===== config.mk =====
export PLATFORM = sky130hd
export DESIGN_NAME = decimal_length_prefix_deframer_top
export DESIGN_NICKNAME = d
export VERILOG_FILES = /design/src/dlpd_pkg.sv /design/src/decimal_length_prefix_deframer_top.sv
export SDC_FILE = /design/constraint.sdc
export NUM_CORES = 1
export LEC_CHECK = 0
export BUFFER_PORTS_ARGS = -buffer_cell sky130_fd_sc_hd__buf_2
export CAP_MARGIN = 20
export CORE_MARGIN = 2
export CORE_UTILIZATION = 40
export CTS_CLUSTER_SIZE = 20
export DETAILED_ROUTE_END_ITERATION = 16
export PLACE_DENSITY = 0.65
export RECOVER_POWER = 50
export REMOVE_ABC_BUFFERS = 1
export SYNTH_ARGS = -nofsm -noshare
export SYNTH_HDL_FRONTEND = slang
export SYNTH_SLANG_ARGS = --single-unit

===== constraint.sdc =====
create_clock -name clk -period 3.7 [get_ports clk]
set_input_delay 0.37 -clock clk [delete_from_list [all_inputs] [get_ports clk]]
set_output_delay 0.37 -clock clk [all_outputs]
set_load 0.005 [all_outputs]

===== src/dlpd_pkg.sv =====
// Shared types and constants for the decimal length-prefix deframer.
package dlpd_pkg;

    typedef logic [7:0]  byte_t;
    typedef logic [15:0] count_t;
    typedef logic [1:0]  error_t;

    localparam count_t MAX_PAYLOAD = 16'd65535;

    localparam byte_t CHAR_0 = 8'h30;
    localparam byte_t CHAR_9 = 8'h39;
    localparam logic [3:0] RADIX = 4'd10;

    localparam error_t ERR_NONE     = 2'd0;
    localparam error_t ERR_NO_DIGIT = 2'd1;
    localparam error_t ERR_ZERO_LEN = 2'd2;
    localparam error_t ERR_TOO_LONG = 2'd3;

endpackage


===== src/decimal_length_prefix_deframer_top.sv =====
// Decimal length-prefix deframer: top level with header parser and output register.
//
// Takes one received byte per transaction. A frame is an ASCII decimal length
// (digits read until the first non-digit) followed by that many payload bytes;
// the non-digit that ends the header is itself the first payload byte. Each
// payload byte leaves as one transaction with last set on the final byte of a
// frame. Header digits produce no output. A malformed header yields one
// transaction with error set (1 no leading digit, 2 zero length, 3 length above
// MAX_PAYLOAD), out_byte and last zero; the offending byte is dropped and the
// parser looks for a new header. Throughput is one byte per clock while the output
// is not stalled: a byte is captured in an input register, and the parse update
// (one multiply-by-ten add and a compare) works on that register and lands in the
// output register once that register is empty or being drained. in_stall rises
// only when the output register is full and held by out_stall while a captured
// byte waits.
module decimal_length_prefix_deframer_top
    import dlpd_pkg::*;
(
    input  logic   clk,
    input  logic   rst_n,
    input  logic   in_valid,
    output logic   in_stall,
    input  byte_t  in_byte,
    output logic   out_valid,
    input  logic   out_stall,
    output byte_t  out_byte,
    output logic   last,
    output error_t error
);

    localparam logic ST_HEADER  = 1'b0;
    localparam logic ST_PAYLOAD = 1'b1;

    // input stage
    logic   in_valid_reg;
    byte_t  in_byte_reg;

    // parser state
    logic   state_reg, state_next;
    count_t count_reg, count_next;
    logic   seen_reg, seen_next;
    logic   ovf_reg, ovf_next;

    // output stage
    logic   out_valid_reg;
    byte_t  out_byte_reg;
    logic   out_last_reg;
    error_t out_err_reg;

    logic   advance;
    logic   is_digit;
    logic [19:0] acc_wide;
    logic   too_big;
    logic   res_valid;
    byte_t  res_byte;
    logic   res_last;
    error_t res_err;

    // Parse stage moves when the output register is empty or being drained.
    assign advance  = !out_valid_reg || !out_stall;
    assign in_stall = in_valid_reg && !advance;

    assign is_digit = (in_byte_reg >= CHAR_0) && (in_byte_reg <= CHAR_9);
    assign acc_wide = {4'd0, count_reg} * {16'd0, RADIX}
                    + {16'd0, in_byte_reg[3:0]};
    assign too_big  = acc_wide > {4'd0, MAX_PAYLOAD};

    always_comb
    begin
        state_next = state_reg;
        count_next = count_reg;
        seen_next  = seen_reg;
        ovf_next   = ovf_reg;
        res_valid  = 1'b0;
        res_byte   = in_byte_reg;
        res_last   = 1'b0;
        res_err    = ERR_NONE;
        case (state_reg)
            ST_PAYLOAD:
            begin
                res_valid = 1'b1;
                if (count_reg <= 16'd1)
                begin
                    res_last   = 1'b1;
                    state_next = ST_HEADER;
                    count_next = '0;
                    seen_next  = 1'b0;
                    ovf_next   = 1'b0;
                end
                else
                begin
                    count_next = count_reg - 16'd1;
                end
            end
            ST_HEADER:
            begin
                if (is_digit)
                begin
                    seen_next = 1'b1;
                    if (ovf_reg || too_big)
                    begin
                        ovf_next   = 1'b1;
                        count_next = MAX_PAYLOAD;
                    end
                    else
                    begin
                        count_next = acc_wide[15:0];
                    end
                end
                else
                begin
                    res_valid  = 1'b1;
                    state_next = ST_HEADER;
                    count_next = '0;
                    seen_next  = 1'b0;
                    ovf_next   = 1'b0;
                    if (!seen_reg)
                    begin
                        res_err  = ERR_NO_DIGIT;
                        res_byte = '0;
                    end
                    else if (ovf_reg)
                    begin
                        res_err  = ERR_TOO_LONG;
                        res_byte = '0;
                    end
                    else if (count_reg == 16'd0)
                    begin
                        res_err  = ERR_ZERO_LEN;
                        res_byte = '0;
                    end
                    else if (count_reg == 16'd1)
                    begin
                        res_last = 1'b1;
                    end
                    else
                    begin
                        state_next = ST_PAYLOAD;
                        count_next = count_reg - 16'd1;
                    end
                end
            end
            default:
            begin
                state_next = ST_HEADER;
            end
        endcase
    end

    // control state
    always_ff @(posedge clk or negedge rst_n)
    begin
        if (!rst_n)
        begin
            in_valid_reg  <= 1'b0;
            out_valid_reg <= 1'b0;
            state_reg     <= ST_HEADER;
            count_reg     <= '0;
            seen_reg      <= 1'b0;
            ovf_reg       <= 1'b0;
        end
        else
        begin
            if (!in_stall)
            begin
                in_valid_reg <= in_valid;
            end
            if (advance)
            begin
                out_valid_reg <= in_valid_reg && res_valid;
                if (in_valid_reg)
                begin
                    state_reg <= state_next;
                    count_reg <= count_next;
                    seen_reg  <= seen_next;
                    ovf_reg   <= ovf_next;
                end
            end
        end
    end

    // payload registers
    always_ff @(posedge clk)
    begin
        if (in_valid && !in_stall)
        begin
            in_byte_reg <= in_byte;
        end
        if (advance && in_valid_reg && res_valid)
        begin
            out_byte_reg <= res_byte;
            out_last_reg <= res_last;
            out_err_reg  <= res_err;
        end
    end

    assign out_valid = out_valid_reg;
    assign out_byte  = out_byte_reg;
    assign last      = out_last_reg;
    assign error     = out_err_reg;

endmodule


# After elaboration in Yosys (flattened, before gate mapping)

Cells that the tools add are included.

Bits in registers: 40
Bits in latches: 0
RAM bits: 0
Bits in read-only memories: 0
Input port bits: 12
Memories: 0

$add $sub $neg: 2
Multipliers: 1
Div/mod/pow operators: 0
Magnitude comparators: 4
Eq/ne operators: 3
Shift operators: 0
Mux-type cells: 38
Bitwise operators: 2
Reduce and logical (&&, ||, !) cells: 18

Operators by type and width:

| operator                                                                            | count |
|---|---|
| 16-bit two-way mux                                                                  | 7 |
| 8-bit two-way mux                                                                   | 5 |
| 16-bit case mux with 2 select lines                                                 | 1 |
| 20-bit by 4-bit adder with 20-bit output                                            | 1 |
| 20-bit by 16-bit greater-than comparator with 1-bit output, second input constant   | 1 |
| 16-bit by 3-bit multiplier with 19-bit output, second input constant                | 1 |
| 1-bit two-way mux                                                                   | 18 |
| 16-bit by 1-bit equality test with 1-bit output, second input constant              | 1 |
| 16-bit by 1-bit <= comparator with 1-bit output, second input constant              | 1 |
| 16-bit zero test                                                                    | 1 |
| 16-bit by 1-bit subtractor with 16-bit output, second input constant                | 1 |
| 1-bit case mux with 2 select lines                                                  | 5 |
| 8-bit by 6-bit greater-or-equal comparator with 1-bit output, second input constant | 1 |
| 8-bit by 6-bit <= comparator with 1-bit output, second input constant               | 1 |
| 1-bit logical AND                                                                   | 6 |
| 1-bit zero test                                                                     | 4 |
| 2-bit two-way mux                                                                   | 2 |
| 4-bit AND reduction                                                                 | 1 |
| 3-bit inequality test, second input constant                                        | 1 |
| 3-bit AND reduction                                                                 | 1 |
| 3-bit OR reduction                                                                  | 1 |
| 1-bit logical OR                                                                    | 2 |
| 2-bit by 1-bit inequality test with 1-bit output, second input constant             | 1 |
| 1-bit inverter                                                                      | 2 |
| other kinds (2)                                                                     | 2 |

# Logic depth before layout (Yosys ltp)

Gate-level depths: netlist of run 1.

Word-level depth: 7
Gate-level depth with buffers: 12
Depth with buffers taken out: 12

# Least setup slack after synthesis of run 1

No wires, ideal clock.

Kind: register to register
Start: reg count_reg[3]
End: reg count_reg[14]
Library setup time: 0.141 ns
Arrival time: 3.159 ns
Data required time: 3.559 ns
Slack: 0.400 ns
Cell stages (with the launch flop): 11
Path buffers: 0
Cell sequence: dfrtp_1 -> ha_1 -> ha_1 -> inv_1 -> fa_1 -> nor3b_1 -> nand4_1 -> a211oi_2 -> or4b_4 -> o22ai_2 -> a31oi_1

Longest elaborated chain between the ends: 7

Ends and longest elaborated chain:

| element                                                                                          | line                                                                                 | text |
|---|---|---|
| from (decl)                                                                                      | decimal_length_prefix_deframer_top.sv:40                                             | `count_t count_reg, count_next;` |
| from (signal assigned)                                                                           | decimal_length_prefix_deframer_top.sv:174                                            | `count_reg <= count_next;` |
| 16-bit by 3-bit multiplier with 19-bit output (tied with other cells)                            | decimal_length_prefix_deframer_top.sv:64                                             | `assign acc_wide = {4'd0, count_reg} * {16'd0, RADIX}` |
| 20-bit by 4-bit adder with 20-bit output or 16-bit two-way mux (tied branches)                   | decimal_length_prefix_deframer_top.sv:65, decimal_length_prefix_deframer_top.sv:132  |  |
| 20-bit by 16-bit greater-than comparator with 1-bit output or 16-bit two-way mux (tied branches) | decimal_length_prefix_deframer_top.sv:66, decimal_length_prefix_deframer_top.sv:127  |  |
| 1-bit logical OR or 16-bit two-way mux (tied branches)                                           | decimal_length_prefix_deframer_top.sv:100, decimal_length_prefix_deframer_top.sv:122 |  |
| 16-bit two-way mux (on tied branches)                                                            | decimal_length_prefix_deframer_top.sv:100, decimal_length_prefix_deframer_top.sv:117 |  |
| 16-bit two-way mux                                                                               | decimal_length_prefix_deframer_top.sv:97                                             | `if (is_digit)` |
| 16-bit case mux with 2 select lines (*)                                                          | decimal_length_prefix_deframer_top.sv:78                                             | `case (state_reg)` |

Every way passes the cells marked *; elsewhere a longest branch is shown, timed or not.
A chain may end at the register's enable or synchronous reset.

# Worst setup path in the final report of run 1

Start: reg count_reg[4]
End: reg count_reg[0]

Longest elaborated chain between the ends: 7

Ends and longest elaborated chain:

| element                                                                                                          | line |
|---|---|
| 16-bit by 3-bit multiplier with 19-bit output or 16-bit by 1-bit equality test with 1-bit output (tied branches) | decimal_length_prefix_deframer_top.sv:64, decimal_length_prefix_deframer_top.sv:132 |
| 20-bit by 4-bit adder with 20-bit output or 16-bit two-way mux (tied branches)                                   | decimal_length_prefix_deframer_top.sv:65, decimal_length_prefix_deframer_top.sv:132 |
| 20-bit by 16-bit greater-than comparator with 1-bit output or 16-bit two-way mux (tied branches)                 | decimal_length_prefix_deframer_top.sv:66, decimal_length_prefix_deframer_top.sv:127 |
| 1-bit logical OR or 16-bit two-way mux (tied branches)                                                           | decimal_length_prefix_deframer_top.sv:100, decimal_length_prefix_deframer_top.sv:122 |
| 16-bit two-way mux (on tied branches)                                                                            | decimal_length_prefix_deframer_top.sv:100, decimal_length_prefix_deframer_top.sv:117 |
| 16-bit two-way mux                                                                                               | decimal_length_prefix_deframer_top.sv:97 |
| 16-bit case mux with 2 select lines (*)                                                                          | decimal_length_prefix_deframer_top.sv:78 |

Marked as above.

==> results of run 1 <==
## cell families (layout without fill, tap and decap cells)
logic type / count (synthesis) / in the layout / synth area share
fa+ha+maj: 35 / 35 / 0.129
simple gates: 133 / 133 / 0.213
flops: 40 / 40 / 0.312
compound gates: 131 / 131 / 0.237
mux: 1 / 1 / 0.00320
buf+inv: 22 / 53 / 0.0310
xor+xnor: 30 / 30 / 0.0747
## layer usage
layer	up-vias	wire (um)	track usage
met5	-	0	0
met4	0	95	0.0470
met3	9	344	0.0193
met2	55	4190	0.304
met1	1443	3900	0.249
li1	1536	-	-
## worst max path at each step
stage	startpoint	endpoint	slack (ns)
2_1_floorplan	count_reg[3]	count_reg[14]	0.40
3_3_place_gp	count_reg[4]	count_reg[14]	0.12
3_5_place_dp	count_reg[4]	count_reg[14]	0.05
4_1_cts	count_reg[3]	count_reg[14]	0.03
5_1_grt	count_reg[6]	count_reg[6]	-0.04
6_report	count_reg[4]	count_reg[0]	0.16
## cells in the mapped netlist (3+ instances only)
cell type,number,area share
nor3b_1,3,0.0064
nand3_1,9,0.013
nand2b_1,8,0.014
or3_1,5,0.0089
dfrtp_1,21,0.15
clkbuf_1,9,0.0096
a22oi_1,5,0.011
a21oi_1,52,0.074
a211oi_1,3,0.0064
nand4_1,5,0.0089
a31oi_1,9,0.016
a21o_2,4,0.010
or4_4,3,0.0096
nand2_1,18,0.019
xor2_1,15,0.037
inv_1,8,0.0085
nor3_1,11,0.016
nor4_1,5,0.0089
o21ai_0,23,0.033
o31ai_1,3,0.0064
nor2_1,30,0.032
edfxtp_1,19,0.16
o211ai_1,3,0.0064
nor2b_1,6,0.011
xnor2_1,15,0.037
and2_1,13,0.023
ha_1,33,0.12
o21ai_1,3,0.0043
## area by class of cell
cell class,count,share of cell area
inverter,8,0.00765
timing repair buffer,37,0.0542
sequential,40,0.279
clock inverter,3,0.0118
clock buffer,5,0.0175
multi-input combinational,330,0.595
tap,108,0.0344
## metrics by stage
step	TNS [ns]	worst slack, ns	hold slack, ns	area [um2]	utilization
global placement	0	0.124	0.367	3770	0.436
finish	0	0.162	0.241	3930	0.455
floorplan	0	0.400	0.0744	3440	-
global route	-0.0664	-0.0391	0.229	3930	0.455
CTS	0	0.0284	0.0464	3880	0.450
detailed placement	0	0.0458	0.372	3770	0.436
## what timing repair did
action,in CTS,in global routing
endpoints found under the setup margin,0,17
buffers inserted,0,3
resized for setup,0,4
## where the power goes
part           internal [mW]  switching [mW]  leakage, nW  total [mW]
clock                  0.203           0.171       0.0548       0.375
sequential             0.573           0.125        0.467       0.698
combinational          0.776            1.05         1.17        1.82
==> flow_metrics.env, run 1 <==
export IMPL_grt_use_total=0.180
export IMPL_synthDistinctLibCells=66
export IMPL_leakagePower_nw=1.69
export IMPL_placed_cells=520
export IMPL_setup_violations=0
export IMPL_grt_max_degree=24
export IMPL_period_share=0.956
export IMPL_start_util=0.407
export IMPL_path_max_fanout=7
export IMPL_max_freq_mhz=283
export IMPL_ys_warn_count=0
export IMPL_fillers=864
export IMPL_register_area_mm2=0.00110
export IMPL_r2r_start="count_reg[4]"
export IMPL_vias=3043
export IMPL_rr_worst_depth=10
export IMPL_antenna_found_initial=0
export IMPL_peakVddDrop_mv=0.252
export IMPL_drt_total_wl_um=8540
export IMPL_fin_nets=469
export IMPL_cts_tree="yes"
export IMPL_critPathMaxStageDelay_ns=0.55
export IMPL_finalClockSkew_ns=0.00372
export IMPL_tightest_slew_ns=1.24
export IMPL_viasPerCell=5.73
export IMPL_worstPathCellList="ha_1, ha_1, and2_1, a221o_1, o21ai_0, nand4_1, a211oi_2, or4b_4, o22ai_4, o21ai_0"
export IMPL_min_path_cells=1
export IMPL_cts_hold_buf=0
export IMPL_core_mm2=0.00864
export IMPL_maxSlewViolCount=0
export IMPL_dr_pass1_iters=5
export IMPL_path_class="reg2reg"
export IMPL_boundaryPins=25
export IMPL_final_cell_mix="52 x a21oi_1, 33 x ha_1, 30 x nor2_1, 23 x o21ai_0, 21 x dfrtp_1"
export IMPL_drc=0
export IMPL_die_area_mm2=0.00956
export IMPL_fp_dieH_um=97.8
export IMPL_multi_input_area_mm2=0.00234
export IMPL_place_gp_congestion=0.835
export IMPL_port_buffers=24
export IMPL_clockBufferDepth=2
export IMPL_cp_top_family="compound AO/OA/AOI/OAI gates"
export IMPL_synthFlopType="dfrtp_1"
export IMPL_largest_register_ffs=16
export IMPL_cts_root_buf="clkbuf_8"
export IMPL_crit_required_ns=3.87
export IMPL_synth_edf_count=19
export IMPL_ys_seq_area_frac=0.312
export IMPL_cts_buffers_inserted=5
export IMPL_synth_async_sr_flop_share=0.525
export IMPL_clk_latency_ns=0.30
export IMPL_min_path_type="in2reg"
export IMPL_path_buf_inv=0
export IMPL_synth_cells=392
export IMPL_ant_nets=0
export IMPL_final_common_cell="a21oi_1"
export IMPL_critPathLaunchType="flip-flop"
export IMPL_cap_violations=0
export IMPL_instances_no_fill=531
export IMPL_power_density_mw_per_mm2=737
export IMPL_ys_seq_elements=40
export IMPL_syn_area_mm2=0.00352
export IMPL_die_w_um=97.8
export IMPL_min_delay_worst_endpoint="in_byte_reg[0]"
export IMPL_n_antenna_cell=0
export IMPL_syn2layout_area_growth_pct=11.7
export IMPL_first_global_vias=2864
export IMPL_syn_area_per_cell_um2=8.97
export IMPL_outcome="finished clean"
export IMPL_worst_path_stages=10
export IMPL_drive_gt1_frac=0.163
export IMPL_rsz0062_at_grt="true"
export IMPL_total_power_mw=2.90
export IMPL_timing_rr_end="count_reg[0]"
export IMPL_clock_sinks=40
export IMPL_crit_arrival_ns=3.71
export IMPL_relSlewSlack=0.175
export IMPL_end_kind="flip-flop"
export IMPL_wl_per_cell_um=16.1
export IMPL_grt_pass1_wl_um=14000
export IMPL_critPathSlowestCell="or4b_4"
export IMPL_path_clk_slew_ns=0.08
export IMPL_grt_ovfl_total=0
export IMPL_rows=34
export IMPL_htree_levels=2
export IMPL_hp_start="in_byte[0]"
export IMPL_dpl_hpwl_um=6590
export IMPL_drt_iter0_markers=218
export IMPL_regToRegSetupSlack_ns=0.16
export IMPL_period_needed_ns=3.54
export IMPL_hold_viol=0
No activity file was read; power rests on OpenSTA's default activity.
==> run 2: changes to the inputs <==
- CELL_PAD_IN_SITES_DETAIL_PLACEMENT: unset -> 1
- CELL_PAD_IN_SITES_GLOBAL_PLACEMENT: unset -> 2
- CORE_ASPECT_RATIO: unset -> 1.4
- CORE_UTILIZATION: 40 -> 38
- PLACE_DENSITY: 0.65 -> 0.88
==> run 2 against run 1 <==
Net effect: non-clock buffer count rose by 9; core utilization down 0.27 points; combinational power rose by 9.9%; largest power group unchanged; cell count is 1.5% higher; global-route usage grew 5.0 points; largest cell class unchanged; worst hold slack gained 0.012 ns; highest routed layer unchanged; first-iteration DRC count down 5.0%.
==> flow_metrics.env, run 2 (synthesis results as in run 1) <==
export IMPL_grt_max_degree=29
export IMPL_boundaryPins=25
export IMPL_placed_cells=528
export IMPL_die_w_um=85.3
export IMPL_period_needed_ns=3.57
export IMPL_total_power_mw=3.28
export IMPL_antenna_found_initial=0
export IMPL_dpl_hpwl_um=8750
export IMPL_path_max_fanout=8
export IMPL_hold_viol=0
export IMPL_n_antenna_cell=0
export IMPL_dr_pass1_iters=4
export IMPL_cap_violations=0
export IMPL_start_util=0.389
export IMPL_instances_no_fill=539
export IMPL_min_path_type="in2reg"
export IMPL_path_buf_inv=0
export IMPL_relSlewSlack=0.145
export IMPL_vias=3259
export IMPL_cts_root_buf="clkbuf_16"
export IMPL_port_buffers=24
export IMPL_ant_nets=0
export IMPL_grt_use_total=0.230
export IMPL_grt_pass1_wl_um=17900
export IMPL_htree_levels=2
export IMPL_die_area_mm2=0.0100
export IMPL_preCtsSetupSlack_ns=-0.0128
export IMPL_place_gp_congestion=0.853
export IMPL_tightest_slew_ns=1.28
export IMPL_power_density_mw_per_mm2=803
export IMPL_outcome="finished clean"
export IMPL_drt_iter0_markers=207
export IMPL_fin_util=0.452
export IMPL_cts_buffers_inserted=5
export IMPL_path_class="reg2reg"
export IMPL_crit_path_frequent_cell="ha_1"
export IMPL_clock_sinks=40
export IMPL_fin_nets=478
export IMPL_critPathSlowestCell="or4b_4"
export IMPL_crit_required_ns=3.85
export IMPL_viasPerCell=6.05
export IMPL_finalClockSkew_ns=0.00692
export IMPL_final_cell_mix="52 x a21oi_1, 33 x ha_1, 30 x nor2_1, 22 x buf_4, 21 x o21ai_0"
export IMPL_worstPathCellList="ha_1, ha_1, and2_1, a221o_1, o211a_1, o21ai_1, xor2_2, or4b_4, o22ai_4, a31oi_1"
export IMPL_largest_register_ffs=16
export IMPL_drc=0
export IMPL_wl_per_cell_um=20.8
export IMPL_drt_total_wl_um=11200
export IMPL_clockBufferDepth=2
export IMPL_maxSlewViolCount=0
export IMPL_end_kind="flip-flop"
export IMPL_drive_gt1_frac=0.178
export IMPL_setup_violations=0
export IMPL_cts_tree="yes"
export IMPL_peakVddDrop_mv=0.553
export IMPL_max_freq_mhz=280
export IMPL_final_common_cell="a21oi_1"
export IMPL_core_mm2=0.00903
export IMPL_cts_hold_buf=0
export IMPL_rows=41
export IMPL_setup_slack_ns=0.129
export IMPL_dpl_cell_area_mm2=0.00383
export IMPL_period_share=0.965
export IMPL_clk_latency_ns=0.29
export IMPL_leakagePower_nw=1.78
export IMPL_path_clk_slew_ns=0.06
export IMPL_critPathLaunchType="flip-flop"
export IMPL_cp_top_family="compound AO/OA/AOI/OAI gates"
export IMPL_fp_dieH_um=118
export IMPL_grt_ovfl_total=0
export IMPL_crit_arrival_ns=3.72
export IMPL_fillers=1070
export IMPL_critPathMaxStageDelay_ns=0.61
export IMPL_syn2layout_area_growth_pct=16.0
export IMPL_first_global_vias=3409
export IMPL_fin_area_mm2=0.00408
-- run 2: power by group --
group | total (mW) | internal, mW | switching, mW | leakage (nW)
clock network | 0.566 | 0.387 | 0.179 | 0.0911
logic | 2.00 | 0.829 | 1.17 | 1.22
registers | 0.709 | 0.576 | 0.133 | 0.464
total | 3.28 | 1.79 | 1.49 | 1.78
-- run 2: timing repair --
item	4_1_cts	5_1_grt
endpoints found under the setup margin	8	17
pin swaps	0	6
resized for setup	4	8
buffers inserted	0	3
hold endpoints to repair	0	0
-- run 2: per-stage QoR --
stage	hold slack, ns	setup TNS (ns)
6_report	0.253	0
5_1_grt	0.245	-0.0692
4_1_cts	0.0690	0
3_5_place_dp	0.378	-0.0138
3_3_place_gp	0.374	0
2_1_floorplan	0.0744	0
-- run 2: path summary, 6_finish.rpt --
| kind | start | endpoint | slack, ns | cells after the start |
|---|---|---|---|---|
| worst max-delay path | count_reg[6] | count_reg[14] | 0.13 | 10 |
| worst min-delay path | in_byte[5] | in_byte_reg[5] | 0.25 | 1 |
| worst max register to register | count_reg[6] | count_reg[14] | 0.13 | 10 |
| worst min register to register | in_byte_reg[0] | count_reg[0] | 0.56 | 2 |
| max in group asynchronous | rst_n | count_reg[6] | 2.51 | 1 |
| min in group asynchronous | rst_n | count_reg[4] | 0.34 | 1 |
-- run 2: cell type report --
type	count	area (um2)	share of cell area
inverter	8	30.0	0.00736
clock buffer	6	129	0.0316
clock inverter	2	60.1	0.0147
multi-input combinational	330	2360	0.577
tap	107	134	0.0328
timing repair buffer	46	273	0.0669
sequential	40	1100	0.269
-- run 2: routing by layer --
metal | routed length (um) | vias up | GRT usage
li1 | - | 1551 | -
met5 | 0 | - | 0
met1 | 4300 | 1600 | 0.248
met3 | 379 | 24 | 0.0365
met2 | 6080 | 84 | 0.426
met4 | 462 | 0 | 0.109
==> run 3: changes to the inputs <==
- CORE_UTILIZATION: 38 -> 39
- CTS_BUF_LIST: unset -> sky130_fd_sc_hd__clkbuf_4
- GPL_TIMING_DRIVEN: unset -> 1
- PLACE_DENSITY: 0.88 -> 0.9
==> run 3 against run 2 <==
Net effect: first-iteration DRC count down 15%; sequential share of layout area up 0.96 points; cell count unchanged; worst hold slack worse by 0.086 ns; count of clock-buffer cells in the layout down 1; clock power down 60%; combinational power about the same; setup slack better by 0.027 ns; non-clock buffer count unchanged; critical path depth unchanged; critical endpoint unchanged; power down 11%; fmax up 0.76%.
==> flow_metrics.env, run 3 (synthesis results as in run 1) <==
export IMPL_ant_nets=0
export IMPL_place_gp_congestion=0.844
export IMPL_worstSetupEndpoint="count_reg[14]"
export IMPL_period_share=0.958
export IMPL_largest_register_ffs=16
export IMPL_leakagePower_nw=1.73
export IMPL_htree_levels=2
export IMPL_path_clk_slew_ns=0.14
export IMPL_period_needed_ns=3.54
export IMPL_dpl_hpwl_um=8500
export IMPL_fin_nets=478
export IMPL_rows=41
export IMPL_core_mm2=0.00887
export IMPL_fp_dieH_um=116
export IMPL_boundaryPins=25
export IMPL_grt_pass1_wl_um=17700
export IMPL_power_density_mw_per_mm2=744
export IMPL_maxSlewViolCount=0
export IMPL_crit_required_ns=3.96
export IMPL_critPathLaunchType="flip-flop"
export IMPL_cts_buffers_inserted=5
export IMPL_antenna_found_initial=0
export IMPL_drt_total_wl_um=10700
export IMPL_finalClockSkew_ns=0.0194
export IMPL_startpoint="count_reg[6]"
export IMPL_cts_tree="yes"
export IMPL_start_util=0.396
export IMPL_regToRegSetupSlack_ns=0.16
export IMPL_cap_violations=0
export IMPL_drc=0
export IMPL_hold_viol=0
export IMPL_clk_latency_ns=0.38
export IMPL_final_common_cell="a21oi_1"
export IMPL_relSlewSlack=0.140
export IMPL_vias=3254
export IMPL_die_area_mm2=0.00980
export IMPL_rsz0062_at_grt="false"
export IMPL_n_antenna_cell=0
export IMPL_syn2layout_area_growth_pct=12.1
export IMPL_clockBufferDepth=2
export IMPL_total_power_mw=2.93
export IMPL_outcome="finished clean"
export IMPL_die_w_um=84.2
export IMPL_setup_violations=0
export IMPL_final_cell_mix="52 x a21oi_1, 33 x ha_1, 30 x nor2_1, 22 x o21ai_0, 21 x buf_4"
export IMPL_drt_iter0_markers=176
export IMPL_end_kind="flip-flop"
export IMPL_first_global_vias=3521
export IMPL_timing_rr_end="count_reg[14]"
export IMPL_grt_ovfl_total=0
export IMPL_path_class="reg2reg"
export IMPL_r2r_start="count_reg[6]"
export IMPL_dr_pass1_iters=4
export IMPL_placed_cells=529
export IMPL_viasPerCell=6.04
export IMPL_drive_gt1_frac=0.183
export IMPL_grt_use_total=0.227
export IMPL_instances_no_fill=539
export IMPL_port_buffers=24
export IMPL_max_freq_mhz=282
export IMPL_wl_per_cell_um=19.9
export IMPL_clock_sinks=40
export IMPL_path_max_fanout=8
export IMPL_tightest_slew_ns=1.29
export IMPL_min_path_type="in2reg"
export IMPL_rr_worst_depth=10
export IMPL_peakVddDrop_mv=0.362
export IMPL_cts_root_buf="clkbuf_4"
export IMPL_crit_arrival_ns=3.80
export IMPL_grt_max_degree=22
==> run 3: routing by layer <==
layer  vias up  GRT usage  routed length, um
met3        22     0.0205                254
met5         -          0                  0
li1       1556          -                  -
met1      1621      0.247               4240
met2        55      0.443               5880
met4         0      0.105                340
==> run 3: critical path, cell delays in order (launching register included) <==
cell	delay, ns
dfrtp_2	0.50
ha_1	0.30
ha_1	0.37
and2_1	0.20
a221o_1	0.38
o211a_1	0.31
o21ai_1	0.17
xor2_1	0.18
or4b_4	0.62
o22ai_4	0.24
a31oi_1	0.13
==> run 3: cell type report <==
cell class	count	area, um2
Multi-Input combinational cell	330	2340
Clock inverter	3	13.8
Fill cell	1088	4930
Inverter	8	30.0
Tap cell	107	134
Sequential cell	40	1100
Clock buffer	5	37.5
Timing Repair Buffer	46	282
==> run 3: worst min-delay path by stage <==
stage | from | endpoint | cells past startpoint
after floorplan | rst_n | count_reg[0] | 0
after global placement | rst_n | count_reg[7] | 1
after detailed placement | rst_n | count_reg[4] | 1
after CTS | in_byte[3] | in_byte_reg[3] | 1
after global routing | in_byte[1] | in_byte_reg[1] | 1
final | in_byte[3] | in_byte_reg[3] | 1
==> run 3: power breakdown <==
group          internal, mW  switching [mW]  leakage [nW]
Sequential            0.574           0.134         0.464
Clock                0.0698           0.159        0.0324
Combinational         0.838            1.16          1.23
==> run 3: timing repair <==
action | 4_1_cts | 5_1_grt
pin swaps | 0 | 6
endpoints found under the hold margin | 21 | 0
gates resized for setup | 0 | 10
hold buffers | 1 | 0
cloned | 0 | 0
setup buffers | 0 | 1
setup endpoints to repair | 1 | 17
==> run 3: stage by stage <==
step / setup WS, ns / TNS (ns) / hold slack [ns] / utilization / area (um2)
detailed placement: 0.0427 / 0 / 0.374 / 0.433 / 3840
global placement: 0.109 / 0 / 0.372 / 0.433 / 3840
floorplan: 0.400 / 0 / 0.0744 / - / 3440
global route: 0.00839 / 0 / 0.155 / 0.444 / 3940
CTS: -0.0184 / -0.0184 / 0.158 / 0.440 / 3900
finish: 0.156 / 0 / 0.166 / 0.444 / 3940
